--- config.mk ---
export PLATFORM = sky130hd
export DESIGN_NAME = mrope_cordic_cell
export DESIGN_NICKNAME = d
export VERILOG_FILES = /design/src/design/mrope_pkg.sv /design/src/design/mrope_cordic_cell.sv
export SDC_FILE = /design/constraint.sdc
export NUM_CORES = 1
export LEC_CHECK = 0
export BUFFER_PORTS_ARGS = -buffer_cell sky130_fd_sc_hd__buf_2
export CORE_ASPECT_RATIO = 1.75
export CORE_MARGIN = 5
export CORE_UTILIZATION = 55
export DETAILED_ROUTE_END_ITERATION = 16
export GPL_TIMING_DRIVEN = 0
export PLACE_DENSITY = 0.81
export SLEW_MARGIN = 15
export SYNTH_ARGS = -nofsm -noshare
export SYNTH_HDL_FRONTEND = slang
export SYNTH_SLANG_ARGS = --single-unit
export TNS_END_PERCENT = 100
--- constraint.sdc ---
create_clock -name clk -period 1.15 [get_ports clk]
set_input_delay 0.115 -clock clk [delete_from_list [all_inputs] [get_ports clk]]
set_output_delay 0.115 -clock clk [all_outputs]
set_load 0.005 [all_outputs]
--- src/design/mrope_pkg.sv ---
// Package with item types, pipeline cell types, register codes and constant tables.
`default_nettype none
package mrope_pkg;

    localparam int MAX_HEAD_DIM      = 512;
    localparam int CORDIC_STAGES_DEF = 16;
    localparam int ATAN_ENTRIES      = 24;
    localparam int DIV_STAGES        = 30;
    localparam int EXP_STAGES        = 16;
    localparam int MOD_STAGES        = 15;

    localparam logic [32:0] TWO_PI_Q30     = 33'd6746518852;
    localparam logic [34:0] PI_Q30         = 35'd3373259426;
    localparam logic [34:0] HALF_PI_Q30    = 35'd1686629713;
    localparam logic [33:0] CORDIC_GAIN    = 34'd652032874;
    localparam logic [20:0] LOG2_10000_Q16 = 21'd870824;
    localparam logic [30:0] Q30_ONE        = 31'h4000_0000;

    typedef enum logic [2:0] {
        REG_MODE      = 3'd0,
        REG_SEC_T     = 3'd1,
        REG_SEC_H     = 3'd2,
        REG_SEC_W     = 3'd3,
        REG_HEAD      = 3'd4,
        REG_LOG2_BASE = 3'd5
    } cfg_reg_e;

    typedef struct packed {
        logic signed [15:0] x_first;
        logic signed [15:0] x_second;
        logic [7:0]         pair_index;
        logic [15:0]        pos_t;
        logic [15:0]        pos_h;
        logic [15:0]        pos_w;
    } x_item_t;

    typedef struct packed {
        logic signed [15:0] y_first;
        logic signed [15:0] y_second;
        logic               saturated;
    } y_item_t;

    // Fields that ride along the divider, exponent, reduction and CORDIC stages.
    typedef struct packed {
        logic               valid;
        logic signed [15:0] x_first;
        logic signed [15:0] x_second;
        logic [15:0]        pos;
    } side_t;

    typedef struct packed {
        side_t       side;
        logic [9:0]  size;
        logic [9:0]  rem;
        logic [29:0] num;
        logic [29:0] quo;
    } div_t;

    typedef struct packed {
        side_t       side;
        logic [29:0] e;
        logic [30:0] m;
    } exp_t;

    typedef struct packed {
        side_t       side;
        logic [46:0] v;
    } mod_t;

    typedef struct packed {
        side_t              side;
        logic               neg;
        logic signed [33:0] x;
        logic signed [33:0] y;
        logic signed [33:0] z;
    } cord_t;

    localparam logic [30:0] ATAN_Q30 [ATAN_ENTRIES] = '{
        31'd843314857, 31'd497837829, 31'd263043837, 31'd133525159,
        31'd67021687,  31'd33543516,  31'd16775851,  31'd8388437,
        31'd4194283,   31'd2097149,   31'd1048576,   31'd524288,
        31'd262144,    31'd131072,    31'd65536,     31'd32768,
        31'd16384,     31'd8192,      31'd4096,      31'd2048,
        31'd1024,      31'd512,       31'd256,       31'd128
    };

    function automatic logic [63:0] isqrt64(input logic [63:0] v_in);
        logic [63:0] v;
        logic [63:0] r;
        logic [63:0] b;
        v = v_in;
        r = '0;
        b = 64'h4000_0000_0000_0000;
        for (int i = 0; i < 32; i++)
        begin
            if (v >= r + b)
            begin
                v = v - (r + b);
                r = (r >> 1) + b;
            end
            else
            begin
                r = r >> 1;
            end
            b = b >> 2;
        end
        return r;
    endfunction

    // Q30 value of 2^(-2^-(k+1)); evaluated only at elaboration.
    function automatic logic [30:0] exp_tab(input int k);
        logic [63:0] t;
        t = isqrt64(64'd1 << 59);
        for (int j = 1; j < EXP_STAGES; j++)
        begin
            if (j <= k)
            begin
                t = isqrt64(t << 30);
            end
        end
        return t[30:0];
    endfunction

endpackage
`default_nettype wire

--- src/design/mrope_cordic_cell.sv ---
// One CORDIC rotation cell.
`default_nettype none
module mrope_cordic_cell #(
    parameter int I = 0
) (
    input  wire logic           clk,
    input  wire logic           rst_n,
    input  wire logic           en,
    input  wire mrope_pkg::cord_t d,
    output mrope_pkg::cord_t      q
);
    import mrope_pkg::*;

    localparam logic signed [33:0] ATAN = $signed(34'(ATAN_Q30[I]));

    cord_t              st_reg;
    cord_t              st_next;
    logic signed [33:0] dx;
    logic signed [33:0] dy;

    always_comb
    begin
        st_next = d;
        dx      = d.y >>> I;
        dy      = d.x >>> I;
        if (!d.z[33])
        begin
            st_next.x = d.x - dx;
            st_next.y = d.y + dy;
            st_next.z = d.z - ATAN;
        end
        else
        begin
            st_next.x = d.x + dx;
            st_next.y = d.y - dy;
            st_next.z = d.z + ATAN;
        end
    end

    always_ff @(posedge clk or negedge rst_n)
    begin
        if (!rst_n)
        begin
            st_reg <= '0;
        end
        else if (en)
        begin
            st_reg <= st_next;
        end
    end

    assign q = st_reg;
endmodule
`default_nettype wire

==> impl_metrics.csv, run 1 <==
group,metric,value,unit
run_status,status,"aborted with a tool error",
run_status,stop_stage,"5_1_grt",
run_status,error,"[ERROR GRT-0232] Routing congestion too high. Check the congestion heatmap in the GUI.",
logic_synthesis,synthMuxAreaShare,0.0887,
placed_design,place_inst,2143,
logic_synthesis,yosys_warnings,0,
logic_synthesis,ys_types,83,
logic_synthesis,synth_seq_area_share,0.288,
die,die_w,127,µm
placed_design,gp_congestion,1.01,
timing,worstEpCategory,"register data pin",
cts,cts_buffer_depth,2,
cts,clock_sinks,151,
logic_synthesis,synth_compound_area_frac,0.252,
logic_synthesis,synth_xor_area_frac,0.0542,
logic_synthesis,syn_area_per_cell,8.55,µm²
placed_design,io_buffers,305,
die,chipHeight,214,µm
grt,grt_max_degree,103,
die,start_util,0.559,
timing,crit_endpoint,"q[62]$_DFFE_PN0P_/D",
placed_design,dpl.hpwl,42.9,mm
logic_synthesis,async_flop_share,1.00,
cts,cts_made_buffers,17,
logic_synthesis,synth-simple-area-share,0.128,
die,num_rows,74,
cts,htreeDepth,4,
logic_synthesis,syn_nets,1823,
logic_synthesis,synthAdderAreaFrac,0.131,
logic_synthesis,synth_edf_count,0,
logic_synthesis,synthesis.area,13100,µm²
logic_synthesis,netlist_instances,1533,
logic_synthesis,synth_top_family_by_area,"compound AO/OA/AOI/OAI gates",
logic_synthesis,synth-seq-cells,151,
grt,grt_usage,0.645,
cts,clock-root-buffer,"clkbuf_16",
grt,grt.overflow.total,55,
placed_design,pre_cts_ws,-2600,ps
die,ios,307,
logic_synthesis,synth_ff_type,"dfrtp_1",
[cells in the mapped netlist, drive strengths merged, types with 4 or more instances]
cell       n  share of area
a21oi    202          0.077
dfrtp    151           0.29
nor2     145          0.042
ha       131           0.13
inv      116          0.033
mux2      89          0.077
o21ai     89          0.034
nand2     75          0.021
xnor2     68          0.045
a21o      44          0.025
buf       40          0.014
clkbuf    35          0.010
a211oi    27          0.017
o21bai    25          0.015
nand3     24         0.0092
nor3      22         0.0084
mux2i     16          0.012
o31ai     15         0.0086
nand2b    14         0.0067
nand4     14         0.0067
a31oi     13         0.0067
nor2b     13         0.0062
xor2      13         0.0087
o211ai    12         0.0069
o21a      12         0.0069
a2111oi   10          0.011
and3       8         0.0038
nor4       8         0.0038
a211o      7         0.0047
a21boi     7         0.0040
and4       7         0.0047
or2        7         0.0033
a221oi     5         0.0038
and2       5         0.0024
o22ai      5         0.0024
o41ai      5         0.0045
a31o       4         0.0027
fa         4         0.0061
nand3b     4         0.0023
o2111ai    4         0.0027
or4        4         0.0023
[metal layers]
metal | GRT overflow | GRT usage
met5 | 0 | 0.0349
met3 | 1 | 0.400
met4 | 21 | 0.671
met1 | 0 | 0.616
met2 | 33 | 0.895
[repair_timing]
item	4_1_cts
hold buffers	51
endpoints found under the hold margin	99
resized for setup	335
endpoints found under the setup margin	102
cloned	3
pin swaps	120
setup buffers	98
[logic make-up after synthesis]
family / Yosys count
AOI/OAI and AO/OA: 511
xor gates and xnor gates: 81
adders and majority gates: 135
buffers and inverters: 192
DFF: 151
muxes: 105
and+or+nand+nor: 358
[metrics by stage]
step | instance area (µm²) | TNS, ps
floorplan | 14200 | -75880
global placement | 16100 | -508670
detailed placement | 16200 | -178300
CTS | 19400 | -70890
==> inputs of run 2 (changes only) <==
- CORE_ASPECT_RATIO: 1.75 -> default
- CORE_UTILIZATION: 55 -> 40
- PLACE_DENSITY: 0.81 -> default
- PLACE_DENSITY_LB_ADDON: default -> 0.15
==> impl_metrics.csv, run 2 <==
group,metric,value,unit
logic_synthesis,ys_types,83,
timing,worst_slew_pin_slew,1140,ps
timing,fmax,0.431,GHz
worst_setup_path,worstPathCellList,"buf_2, inv_1, ha_4, clkinvlp_4, a21oi_4, o211ai_1, a2111oi_4, buf_4, nor2_4, a211o_1, mux2_4, xnor2_4, mux2_4",
die,die_w,191,µm
timing,fin_skew,0,ps
timing,min_period_over_period,2.02,
worst_setup_path,crit_type,"in2reg",
logic_synthesis,async_flop_share,1.00,
run_status,status,"finished, violations left",
cts,htreeDepth,4,
timing,rsz0062_at_grt,"true",
timing,slew_headroom,0.241,
worst_setup_path,path_max_fanout,6,
die,start_util,0.404,
grt,grt_pass1_wl,81.3,mm
worst_setup_path,cp-end-kind,"register",
detailed_routing,drc_errors,0,
power_and_ir_drop,intPower,0.0145,W
cts,clock-root-buffer,"clkbuf_16",
cts,clk_latency,460,ps
logic_synthesis,synth-seq-cells,151,
detailed_routing,postRouteAntennaNets,0,
power_and_ir_drop,p_comb_frac,0.463,
worst_setup_path,required,1490,ps
logic_synthesis,synth_edf_count,0,
layout,largest_register_ffs,151,
timing,worst_slack,-1170,ps
worst_setup_path,path_delay_family,"compound AO/OA/AOI/OAI gates",
grt,grt_pass1_vias,14213,
logic_synthesis,synth_top_area_cell,"dfrtp_1",
worst_setup_path,timing.critical_path.mode_cell,"mux2_4",
worst_setup_path,cp.buffers_inverters,4,
die,num_rows,66,
logic_synthesis,synth.most_common_cell,"a21oi_1",
timing,holdWs,47.2,ps
logic_synthesis,synth_seq_area_share,0.288,
power_and_ir_drop,sw_frac_of_total,0.386,
detailed_routing,num_vias,14264,
placed_design,io_buffers,305,
logic_synthesis,yosys_warnings,0,
detailed_routing,vias_per_cell,5.66,
grt,grt.overflow.total,0,
logic_synthesis,syn_area_per_cell,8.55,µm²
layout,final_common_cell,"buf_2",
detailed_routing,wl_per_cell,21.8,µm
worst_hold_path,hold_class,"in2reg",
detailed_routing,dr.pass1.iters,5,
logic_synthesis,synth_ff_type,"dfrtp_1",
power_and_ir_drop,power_density,1130,nW/µm²
layout,layout-area-overhead-vs-synth,59.1,%
detailed_routing,wl,54.9,mm
timing,drv_slew,0,
layout,most-common-layout-cells,"289 x buf_2, 151 x dfrtp_1, 127 x buf_4, 124 x nor2_1, 115 x a21oi_1",
die,chipHeight,191,µm
die,ios,307,
die,design.die.area,36500,µm²
logic_synthesis,netlist_instances,1533,
timing,period_minus_slack,2320,ps
cts,clock_sinks,151,
layout,nFillCells,2670,
placed_design,pre_cts_ws,-2410,ps
logic_synthesis,synth.top_cell.area_share,0.288,
worst_setup_path,crit_path_start_kind,"input port",
cts,cts_tree,"yes",
power_and_ir_drop,clockPowerShare,0.249,
worst_setup_path,slowest_delay,320,ps
die,core,32500,µm²
detailed_routing,drtIter0Drc,1029,
run_status,violations,"setup timing",
logic_synthesis,syn_nets,1823,
power_and_ir_drop,seqPwrFrac,0.288,
cts,cts_buffer_depth,2,
worst_setup_path,worst_path_max_delay_cell,"ha_4",
grt,grt_usage,0.286,
placed_design,gp_congestion,0.947,
timing,setup_violations,94,
power_and_ir_drop,peakVddDrop,1.23,mV
power_and_ir_drop,power.switching,0.00910,W
logic_synthesis,yosys-top-cells-area,"dfrtp_1 29%, ha_1 13%, a21oi_1 7.7%",
cts,cts_made_buffers,17,
power_and_ir_drop,leakagePower,9.29,nW
grt,grt_antenna_before_repair,4,
job,cap_violations,0,
worst_setup_path,critPathArrivalTime,2660,ps
layout,nets,2353,
placed_design,dpl.hpwl,38.5,mm
layout,drive_above_1_share,0.493,
timing,final_hold_viol_count,0,
logic_synthesis,synthesis.area,13100,µm²
grt,grt_max_degree,80,
cts,clk_pin_slew,70,ps
logic_synthesis,yosys-top-cells-count,"202 x a21oi_1, 151 x dfrtp_1, 144 x nor2_1",
## run 2: path summary, 6_finish.rpt
path                       slack [ps]  cells after the start    end  startpoint
min in group asynchronous         160                      2  q[80]       rst_n
hold / removal                     50                      4  q[34]       d[68]
hold reg to reg                   480                      1   q[3]        q[3]
setup / recovery                -1170                     13  q[62]       d[45]
max in group asynchronous         270                      3  q[22]       rst_n
setup reg to reg                   60                      3  q[85]       q[85]
## run 2: cell type report
class                   instances  area [µm²]  area share
inverters                     117         531      0.0255
clock inverters                15         181     0.00871
multi-input cells            1190       11100       0.533
well taps                     442         553      0.0265
clock buffers                  17         425      0.0204
diodes                          3        7.51    0.000360
plain buffers                  67         548      0.0263
flip-flops and latches        151        3780       0.181
repair buffers                519        3710       0.178
## run 2: per-layer routing
metal  track usage  vias up  wire length, µm
met4        0.0920        4             2010
met5             0        -               23
met3        0.0709      141             3960
met1         0.370     6986            22800
li1              -     6548                -
met2         0.473      585            26100
## run 2: what timing repair did
item | 4_1_cts | 5_1_grt
setup buffers | 111 | 55
cloned | 3 | 0
endpoints found under the hold margin | 128 | 0
pin swaps | 163 | 166
resized for setup | 317 | 195
hold buffers | 51 | 0
endpoints found under the setup margin | 102 | 138
## run 2: worst register-to-register path: stages (launching register included)
cell and delay [ps]:
dfrtp_1 420, buf_4 150, buf_4 120, a211o_1 290
## run 2: logic make-up after synthesis
group | after synthesis | synth area share
muxes | 105 | 0.0887
AOI/OAI and AO/OA | 511 | 0.252
DFF | 151 | 0.288
buffers and inverters | 192 | 0.0576
and+or+nand+nor | 358 | 0.128
adders and majority gates | 135 | 0.131
xor gates and xnor gates | 81 | 0.0542
## run 2: through the flow
step                      setup TNS [ps]  utilization  cell area, µm²  instances  total power [W]
after floorplan                   -75880            -           14200       1533           0.0119
after global placement           -535920        0.502           16300       2280           0.0149
after detailed placement         -173790        0.503           16300       2281           0.0150
after CTS                         -68400        0.605           19600       2472           0.0226
after global routing              -80690        0.642           20800       2520           0.0248
final                             -74640        0.642           20800       2521           0.0236
## run 2: power by group through the flow
| stage | Sequential, W | Clock, W | Combinational [W] |
|---|---|---|---|
| finish | 0.00679 | 0.00588 | 0.0109 |
| floorplan | 0.00693 | 0 | 0.00494 |
| global route | 0.00692 | 0.00622 | 0.0117 |
| CTS | 0.00678 | 0.00599 | 0.00981 |
| global placement | 0.00683 | 0 | 0.00807 |
| detailed placement | 0.00686 | 0 | 0.00812 |
No activity file was read; power rests on OpenSTA's default activity.
==> inputs of run 3 (changes only) <==
- CTS_CLUSTER_DIAMETER: default -> 40
- clock period: 1.15 -> 2.3 ns (I/O delays scaled with it)
==> impl_metrics.csv, run 3 (synthesis results as in run 2) <==
group,metric,value,unit
worst_setup_path,cp-startpoint,"d[34]",
worst_hold_path,hold_class,"in2reg",
cts,clk_latency,450,ps
run_status,violations,"setup timing",
detailed_routing,num_vias,13756,
worst_setup_path,timing.critical_path.mode_cell,"mux2_4",
layout,final_common_cell,"buf_2",
layout,most-common-layout-cells,"299 x buf_2, 151 x dfrtp_1, 149 x a21oi_1, 135 x nor2_1, 98 x inv_1",
detailed_routing,drtIter0Drc,898,
cts,clock-root-buffer,"clkbuf_16",
timing,slew_headroom,0.335,
grt,grt_antenna_before_repair,7,
worst_setup_path,rrSetupSlack,1410,ps
timing,drv_slew,0,
layout,largest_register_ffs,151,
cts,cts_made_buffers,17,
placed_design,dpl.hpwl,39.0,mm
placed_design,dpl_cell_area,15800,µm²
cts,cts_buffer_depth,2,
grt,grt_pass1_vias,14070,
worst_setup_path,endpoint,"q[62]",
die,num_rows,66,
run_status,status,"finished, violations left",
grt,grt_pass1_wl,79.7,mm
cts,clock_sinks,151,
die,core,32500,µm²
worst_setup_path,r2r_end,"q[99]",
layout,layout-area-overhead-vs-synth,46.9,%
layout,nets,2289,
timing,rsz0062_at_grt,"true",
layout,fin_area,19200,µm²
timing,final_hold_viol_count,0,
worst_setup_path,crit_path_start_kind,"input port",
worst_setup_path,slowest_delay,500,ps
grt,grt_usage,0.282,
detailed_routing,drc_errors,0,
cts,clk_pin_slew,70,ps
placed_design,place_inst,2281,
timing,min_period_over_period,1.10,
worst_setup_path,r2r_start,"q[99]",
job,cap_violations,0,
timing,period_minus_slack,2530,ps
layout,utilization,0.593,
die,chipHeight,191,µm
placed_design,pre_cts_ws,-1370,ps
grt,grt.overflow.total,0,
power_and_ir_drop,leakagePower,8.59,nW
detailed_routing,dr.pass1.iters,5,
timing,setup_violations,28,
worst_setup_path,crit_type,"in2reg",
worst_setup_path,worstPathCellList,"buf_8, ha_4, fa_2, a21oi_4, o41ai_4, a2111oi_4, nor2_4, a211o_1, mux2_4, xnor2_2, mux2_4",
grt,grt_max_degree,87,
power_and_ir_drop,power_density,575,nW/µm²
power_and_ir_drop,power,0.0111,W
worst_setup_path,required,2650,ps
timing,fmax,0.395,GHz
worst_setup_path,r2r_cells,2,
cts,cts_tree,"yes",
detailed_routing,vias_per_cell,5.61,
worst_setup_path,critPathArrivalTime,2880,ps
cts,htreeDepth,4,
timing,worst_slew_pin_slew,998,ps
worst_setup_path,cp-end-kind,"register",
die,design.die.area,36500,µm²
die,die_w,191,µm
worst_setup_path,worst_path_max_delay_cell,"a2111oi_4",
detailed_routing,postRouteAntennaNets,0,
layout,drive_above_1_share,0.410,
detailed_routing,wl_per_cell,21.7,µm
layout,fin_cells,2454,
placed_design,io_buffers,305,
die,ios,307,
die,start_util,0.404,
timing,fin_skew,0,ps
detailed_routing,wl,53.3,mm
power_and_ir_drop,peakVddDrop,0.577,mV
worst_setup_path,path_max_fanout,5,
placed_design,gp_congestion,0.977,
timing,worst_slack,-234,ps
==> run 3: layout make-up <==
class                   count  area [µm²]
fillers                  2870       13200
inverters                 117         488
clock inverters            14         128
repair buffers            451        3020
plain buffers              71         497
diodes                      1        2.50
multi-input cells        1190       10400
flip-flops and latches    151        3780
well taps                 442         553
clock buffers              17         425
==> run 3: worst min path at each step <==
stage / from / to / slack, ps / cells after the start
after detailed placement: rst_n / q[79] / 220 / 1
after global routing: d[0] / q[0] / 210 / 3
after floorplan: rst_n / q[0] / -70 / 0
final: d[0] / q[0] / 190 / 3
after CTS: d[68] / q[34] / 70 / 3
after global placement: d[146] / q[146] / 460 / 2
==> run 3: power by group <==
| part | switching, W | internal [W] |
|---|---|---|
| clock | 0.00136 | 0.00142 |
| combinational | 0.00264 | 0.00225 |
| sequential | 0.000254 | 0.00314 |
==> run 3: worst max-delay path, delay by kind of cell <==
kind	cells	cell delay [ps]
xor+xnor	1	140
fa+ha+maj	2	540
simple gates	1	140
compound gates	4	1160
buf+inv	1	100
mux	2	560
==> run 3: per-stage QoR <==
stage	hold slack, ps	setup TNS [ps]
2_1_floorplan	-65.6	-2520
3_3_place_gp	461	-297030
3_5_place_dp	223	-87570
4_1_cts	73.8	-1300
5_1_grt	205	-4270
6_report	192	-2160
==> run 3: timing repair <==
action | 4_1_cts | 5_1_grt
setup buffers | 46 | 46
gates resized for setup | 223 | 154
setup endpoints to repair | 88 | 59
gates cloned | 3 | 1
pin swaps | 94 | 109
hold buffers | 51 | 0
endpoints found under the hold margin | 115 | 0
==> run 3: metal layers <==
metal	GRT usage	up-vias	wire, µm
met5	0	-	77
met4	0.0986	12	1760
met3	0.0762	123	4180
met2	0.459	552	25000
met1	0.361	6667	22400
li1	-	6402	-
